$ cat config.mk
export PLATFORM = sky130hd
export DESIGN_NAME = sorted_insertion_buffer_core
export DESIGN_NICKNAME = d
export VERILOG_FILES = /design/src/sib_pkg.sv /design/src/sib_cell.sv /design/src/sorted_insertion_buffer_core.sv
export SDC_FILE = /design/constraint.sdc
export NUM_CORES = 2
export LEC_CHECK = 0
export BUFFER_PORTS_ARGS = -buffer_cell sky130_fd_sc_hd__buf_2
export CORE_MARGIN = 3
export CORE_UTILIZATION = 45
export CTS_CLUSTER_DIAMETER = 120
export DETAILED_ROUTE_END_ITERATION = 8
export GPL_ROUTABILITY_DRIVEN = 0
export PLACE_DENSITY = 0.61
export SYNTH_ARGS = -nofsm -noshare
export SYNTH_HDL_FRONTEND = slang
export SYNTH_SLANG_ARGS = --single-unit
$ cat constraint.sdc
create_clock -name aclk -period 10.03 [get_ports aclk]
set_input_delay 0.5015 -clock aclk [delete_from_list [all_inputs] [get_ports aclk]]
set_output_delay 0.5015 -clock aclk [all_outputs]
set_load 0.02 [all_outputs]
$ cat src/sib_pkg.sv
// ----------------------------------------------------------------------------
// sib_pkg
// Shared types and codes for the sorted insertion buffer.
// ----------------------------------------------------------------------------
package sib_pkg;

    // Default sizing of the store.
    localparam int CAPACITY_DEF   = 16;
    localparam int VALUE_BITS_DEF = 32;

    // Action carried in the input tuser field.
    localparam logic ACT_INSERT = 1'b0;
    localparam logic ACT_DUMP   = 1'b1;

    // Status carried in the output tuser field.
    localparam logic [1:0] ST_INSERTED = 2'd0;
    localparam logic [1:0] ST_DROPPED  = 2'd1;
    localparam logic [1:0] ST_ENTRY    = 2'd2;
    localparam logic [1:0] ST_EMPTY    = 2'd3;

    // Operation broadcast from the controller to every cell.
    typedef struct packed {
        logic insert_en;
        logic rotate_en;
    } sib_ctrl_t;

endpackage

$ cat src/sib_cell.sv
// ----------------------------------------------------------------------------
// sib_cell
// One slot of the sorted chain: compares, shifts up on insert, rotates down
// on readout.
// ----------------------------------------------------------------------------
module sib_cell #(
    parameter int VALUE_BITS = sib_pkg::VALUE_BITS_DEF
) (
    input  logic                  aclk,
    input  sib_pkg::sib_ctrl_t    ctrl,
    input  logic [VALUE_BITS-1:0] ins_value,
    input  logic                  occupied,
    input  logic                  prev_take,
    input  logic [VALUE_BITS-1:0] prev_value,
    input  logic [VALUE_BITS-1:0] next_value,
    input  logic                  wrap_here,
    input  logic [VALUE_BITS-1:0] wrap_value,
    output logic [VALUE_BITS-1:0] stored_value,
    output logic                  take
);

    logic [VALUE_BITS-1:0] stored_reg;
    logic [VALUE_BITS-1:0] stored_next;

    // This slot lies at or past the insert point when it is empty or its
    // value is not smaller than the new one.
    assign take = !(occupied && ($signed(stored_reg) < $signed(ins_value)));

    // On insert, the first taking slot gets the new value and the ones after
    // it take their lower neighbor. On rotate, every slot takes its upper
    // neighbor and the top occupied slot takes the head.
    always_comb begin
        stored_next = stored_reg;
        if (ctrl.insert_en && take) begin
            stored_next = prev_take ? prev_value : ins_value;
        end else if (ctrl.rotate_en) begin
            stored_next = wrap_here ? wrap_value : next_value;
        end
    end

    always_ff @(posedge aclk) begin
        stored_reg <= stored_next;
    end

    assign stored_value = stored_reg;

endmodule

$ cat src/sorted_insertion_buffer_core.sv
// ----------------------------------------------------------------------------
// sorted_insertion_buffer_core
// Bounded store of signed values kept in ascending order in a chain of cells.
// ----------------------------------------------------------------------------
//  Channel  Dir  tdata (low bit up)            tuser                tlast
//  s_       in   value                         action (0 ins,1 dump) -
//  m_       out  data                          status               last
//
//  On an insert every cell compares in parallel and the chain shifts up by
//  one behind the insert point. A dump streams one entry per cycle while m_
//  is not stalled, by rotating the chain down through cell 0, and leaves the
//  order unchanged. No new beat is taken while a dump streams. A stall on
//  m_ holds the output register and pauses the rotation. Reset clears the
//  entry count; no clearing pass.
// ----------------------------------------------------------------------------
module sorted_insertion_buffer_core #(
    parameter int CAPACITY   = sib_pkg::CAPACITY_DEF,
    parameter int VALUE_BITS = sib_pkg::VALUE_BITS_DEF,
    localparam int DATA_W    = ((VALUE_BITS + 7) / 8) * 8
) (
    input  logic              aclk,
    input  logic              aresetn,
    input  logic              s_tvalid,
    output logic              s_tready,
    input  logic [DATA_W-1:0] s_tdata,   // [VALUE_BITS-1:0] value
    input  logic              s_tuser,   // [0] action
    output logic              m_tvalid,
    input  logic              m_tready,
    output logic [DATA_W-1:0] m_tdata,   // [VALUE_BITS-1:0] data
    output logic [1:0]        m_tuser,   // [1:0] status
    output logic              m_tlast
);

    localparam int CNT_W = $clog2(CAPACITY + 1);

    localparam logic S_IDLE = 1'b0;
    localparam logic S_DUMP = 1'b1;

    logic                  state_reg, state_next;
    logic [CNT_W-1:0]      count_reg, count_next;
    logic [CNT_W-1:0]      idx_reg, idx_next;
    logic                  m_tvalid_reg, m_tvalid_next;
    logic [VALUE_BITS-1:0] m_data_reg, m_data_next;
    logic [1:0]            m_status_reg, m_status_next;
    logic                  m_last_reg, m_last_next;

    logic                  out_free;
    logic                  accept;
    logic                  full;
    logic [VALUE_BITS-1:0] ins_value;
    sib_pkg::sib_ctrl_t    ctrl;

    logic [VALUE_BITS-1:0] cell_val  [CAPACITY];
    logic                  cell_take [CAPACITY];

    // Handshake and broadcast control.
    assign out_free  = !m_tvalid_reg || m_tready;
    assign s_tready  = (state_reg == S_IDLE) && out_free;
    assign accept    = s_tvalid && s_tready;
    assign full      = (count_reg == CNT_W'(CAPACITY));
    assign ins_value = s_tdata[VALUE_BITS-1:0];

    assign ctrl.insert_en = accept && (s_tuser == sib_pkg::ACT_INSERT) && !full;
    assign ctrl.rotate_en = (state_reg == S_DUMP) && out_free;

    // Chain of cells.
    for (genvar i = 0; i < CAPACITY; i++) begin : g_cell
        logic                  prev_take;
        logic [VALUE_BITS-1:0] prev_value;
        logic [VALUE_BITS-1:0] next_value;

        if (i == 0) begin : g_head
            assign prev_take  = 1'b0;
            assign prev_value = '0;
        end else begin : g_body
            assign prev_take  = cell_take[i-1];
            assign prev_value = cell_val[i-1];
        end

        if (i == CAPACITY - 1) begin : g_tail
            assign next_value = '0;
        end else begin : g_link
            assign next_value = cell_val[i+1];
        end

        sib_cell #(
            .VALUE_BITS (VALUE_BITS)
        ) u_cell (
            .aclk         (aclk),
            .ctrl         (ctrl),
            .ins_value    (ins_value),
            .occupied     (CNT_W'(i) < count_reg),
            .prev_take    (prev_take),
            .prev_value   (prev_value),
            .next_value   (next_value),
            .wrap_here    (CNT_W'(i) == (count_reg - CNT_W'(1))),
            .wrap_value   (cell_val[0]),
            .stored_value (cell_val[i]),
            .take         (cell_take[i])
        );
    end

    // Controller and output register.
    always_comb begin
        state_next    = state_reg;
        count_next    = count_reg;
        idx_next      = idx_reg;
        m_tvalid_next = m_tvalid_reg;
        m_data_next   = m_data_reg;
        m_status_next = m_status_reg;
        m_last_next   = m_last_reg;

        if (out_free) begin
            m_tvalid_next = 1'b0;
        end

        case (state_reg)
            S_IDLE: begin
                if (accept) begin
                    if (s_tuser == sib_pkg::ACT_INSERT) begin
                        m_tvalid_next = 1'b1;
                        m_data_next   = '0;
                        m_last_next   = 1'b1;
                        if (full) begin
                            m_status_next = sib_pkg::ST_DROPPED;
                        end else begin
                            m_status_next = sib_pkg::ST_INSERTED;
                            count_next    = count_reg + CNT_W'(1);
                        end
                    end else if (count_reg == '0) begin
                        m_tvalid_next = 1'b1;
                        m_data_next   = '0;
                        m_status_next = sib_pkg::ST_EMPTY;
                        m_last_next   = 1'b1;
                    end else begin
                        state_next = S_DUMP;
                        idx_next   = '0;
                    end
                end
            end
            S_DUMP: begin
                if (out_free) begin
                    m_tvalid_next = 1'b1;
                    m_data_next   = cell_val[0];
                    m_status_next = sib_pkg::ST_ENTRY;
                    m_last_next   = (idx_reg == (count_reg - CNT_W'(1)));
                    idx_next      = idx_reg + CNT_W'(1);
                    if (idx_reg == (count_reg - CNT_W'(1))) begin
                        state_next = S_IDLE;
                    end
                end
            end
            default: begin
                state_next = S_IDLE;
            end
        endcase
    end

    always_ff @(posedge aclk) begin
        if (!aresetn) begin
            state_reg    <= S_IDLE;
            count_reg    <= '0;
            idx_reg      <= '0;
            m_tvalid_reg <= 1'b0;
        end else begin
            state_reg    <= state_next;
            count_reg    <= count_next;
            idx_reg      <= idx_next;
            m_tvalid_reg <= m_tvalid_next;
        end
    end

    // Result payload needs no reset.
    always_ff @(posedge aclk) begin
        m_data_reg   <= m_data_next;
        m_status_reg <= m_status_next;
        m_last_reg   <= m_last_next;
    end

    assign m_tvalid = m_tvalid_reg;
    assign m_tdata  = DATA_W'(m_data_reg);
    assign m_tuser  = m_status_reg;
    assign m_tlast  = m_last_reg;

endmodule

==> results.ini <==
[clock_tree]
numCtsBuffers = 71
cts_tree = yes
htreeDepth = 3
clk_latency_ns = 0.66
cts_setup_buffers = 0
root_buffer = clkbuf_16
cts_resized = 0
path_clk_slew_ns = 0.05
cts_hold_buf = 0
cts_buffer_depth = 3
clkSinkCount = 559

[worst_setup_path]
setup.worst_path.start = s_tdata[22]
r2r_end = g_cell[0].u_cell.stored_value[10]$_DFFE_PP_
crit_type = in -> reg
ff2ff_setup_slack_ns = 4.19
cp-end-kind = flop
start_kind = primary input
r2r_cells = 10
worst_ep_required_time_ns = 10.28
crit_end = g_cell[0].u_cell.stored_value[10]$_DFFE_PP_
cp_max_fo = 33
r2r_start = g_cell[0].u_cell.stored_value[22]$_DFFE_PP_
cp.arrival_ns = 6.11

[layout]
final_layout_size_suffix_gt1_share_pct = 10.1
fillers = 9119
antenna_cells = 0
area_growth_pct = 8.78
largest_register_ffs = 512
fin_nets = 4570

[sta]
fmax_mhz = 171
fin_crit_ns = 5.86
max_slew_margin_pct = -8.72
tns_ns = 0
setup_violations = 0
final_max_slew_viol_count = 4
timing.final.crit_share_pct = 58.5
worst_pin_slew_ns = 1.62
worst_slack_ns = 4.17
finalHoldViolCount = 0
skew_ns = 0.0252
holdWs_ns = 0.182
grt_setup_unrepaired = no

[logic_synthesis]
synthCells = 4094
yosysUniqueCellTypes = 75
ys.flop_type = edfxtp_1
yosysTopAreaCell = edfxtp_1
postSynth.asyncResetShare_pct = 0
ys_seq_area_share_pct = 36.6
synth_edf_count = 547
synth_common_cells = mux2i_1 (1,220), edfxtp_1 (547), ha_1 (503)
synth-warning-count = 0
syn_nets = 4634
avgSynthCellArea_um2 = 11.1
ys_ff_latch = 559
syn_area_um2 = 45600
yosysTopAreaCellShare_pct = 36.1
yosysMostFrequentCell = mux2i_1
yosys-top-cells-area = edfxtp_1 (36%), mux2i_1 (27%), ha_1 (14%)

[pwr]
vdd_drop_max_mv = 0.110
cellPowerDensity_nw_per_um2 = 141
power_leakage_nw = 21.0

[die]
chipWidth_um = 324
die_y_um = 324
num_rows = 116
start_util_pct = 45.4
die_area_um2 = 105000
core_um2 = 100000
ios = 74

[global_route]
grt-ovfl-total = 0
grt_pass1_vias = 34500
grt_max_degree = 90
grt_first_pass_wirelength_mm = 230
antenna_found_initial = 2
grt_use_total_pct = 29.2

[placement]
dp_worst_setup_slack_ns = 3.78
numPortBuffers = 73
hpwl_mm = 108

[routing]
post_drt_wl_per_cell_um = 28.6
route.detailed.drc = 0
drtAntennaViolNets = 0
route.vias.total = 35200
dr.pass1.iters = 6
drtIter0Drc = 3410
vias_per_cell = 6.46
wirelength_mm = 156

[status]
violations = max-capacitance violations, max-slew violations
status = complete, but fails checks

[run]
maxCapViolCount = 1

[worst_hold_path]
min_path_type = in -> reg

## layer usage
layer | vias to the layer above | global-route usage [%] | share of wire (%) | wire (µm)
li1 | 15800 | - | - | -
met1 | 17600 | 40.4 | 44 | 68900
met2 | 1404 | 45.9 | 45 | 69600
met3 | 340 | 4.90 | 7.3 | 11300
met4 | 0 | 10.7 | 3.9 | 6030
met5 | - | 0 | 0 | 0
## per-stage QoR
stage	util [%]	instance area [µm²]	std cells	total power, mW
2_1_floorplan	-	45600	4094	4.01
3_3_place_gp	47.3	47400	5314	4.51
3_5_place_dp	47.3	47400	5314	4.55
4_1_cts	49.4	49600	5444	7.01
5_1_grt	49.4	49600	5444	7.29
6_report	49.4	49600	5444	7.01
## cell families (layout without fill, tap and decap cells)
logic type / count (synthesis) / count (layout) / share of synthesized area, %
buf+inv: 369 / 362 / 3.48
mux: 1256 / 1256 / 27.7
simple gates: 776 / 776 / 9.25
xor+xnor: 14 / 14 / 0.269
fa+ha+maj: 503 / 503 / 13.8
compound gates: 617 / 617 / 8.92
flops: 559 / 559 / 36.6
## critical path: stages
cell       delay, ns
buf_2           0.36
inv_1           0.50
ha_1            0.51
nand4_1         0.17
nor3_1          0.59
nand4_1         0.37
a2111oi_0       1.03
o21ai_0         0.22
o221a_2         0.22
nor2_4          0.08
buf_4           0.55
or2_2           0.95
## cell usage in the layout, fill, tap and decap left out, types with 9 or more instances in the layout
cell / n
and3_1: 38
a21oi_1: 230
o21ai_0: 91
mux2_2: 35
nand2_1: 167
nor3_1: 19
clkbuf_16: 73
nand2b_1: 47
a221oi_1: 12
or4_1: 35
a21o_1: 33
clkinv_1: 14
o211ai_1: 14
clkinv_2: 11
and4_1: 12
dfxtp_1: 11
nand4_1: 98
nand3_1: 81
o2111ai_1: 33
clkbuf_1: 23
edfxtp_1: 547
mux2i_1: 1216
nand2_2: 12
and2_1: 42
o221a_2: 26
a211oi_1: 93
buf_4: 113
nor2_4: 11
nor4_1: 9
nor2_1: 80
ha_1: 502
nor2b_1: 51
inv_1: 46
buf_2: 73
nand3b_1: 31
## worst min path at each step
| stage | from | endpoint | slack, ns | cells after the start |
|---|---|---|---|---|
| 5_1_grt | s_tvalid | m_tvalid$_SDFF_PN0_ | 0.20 | 3 |
| 6_report | s_tvalid | m_tvalid$_SDFF_PN0_ | 0.18 | 3 |
| 3_5_place_dp | idx_reg[4]$_SDFFE_PN0P_ | idx_reg[4]$_SDFFE_PN0P_ | 0.53 | 2 |
| 2_1_floorplan | idx_reg[4]$_SDFFE_PN0P_ | idx_reg[4]$_SDFFE_PN0P_ | 0.50 | 2 |
| 4_1_cts | s_tvalid | m_tvalid$_SDFF_PN0_ | 0.15 | 3 |
| 3_3_place_gp | idx_reg[4]$_SDFFE_PN0P_ | idx_reg[4]$_SDFFE_PN0P_ | 0.53 | 2 |
## report_power, final
part | internal, mW | total, mW | switching, mW
sequential | 2.83 | 3.06 | 0.229
combinational | 0.558 | 1.47 | 0.915
clock | 1.40 | 2.47 | 1.07
## layout make-up
type / count / area (µm²) / area share, %
Multi-Input combinational cell: 3166 / 27700 / 55.8
Sequential cell: 559 / 16700 / 33.6
Clock buffer: 97 / 1930 / 3.89
Tap cell: 1357 / 1700 / 3.43
Timing Repair Buffer: 186 / 1210 / 2.45
Clock inverter: 33 / 218 / 0.439
Inverter: 46 / 173 / 0.348
(Power assumes the default switching activity.)
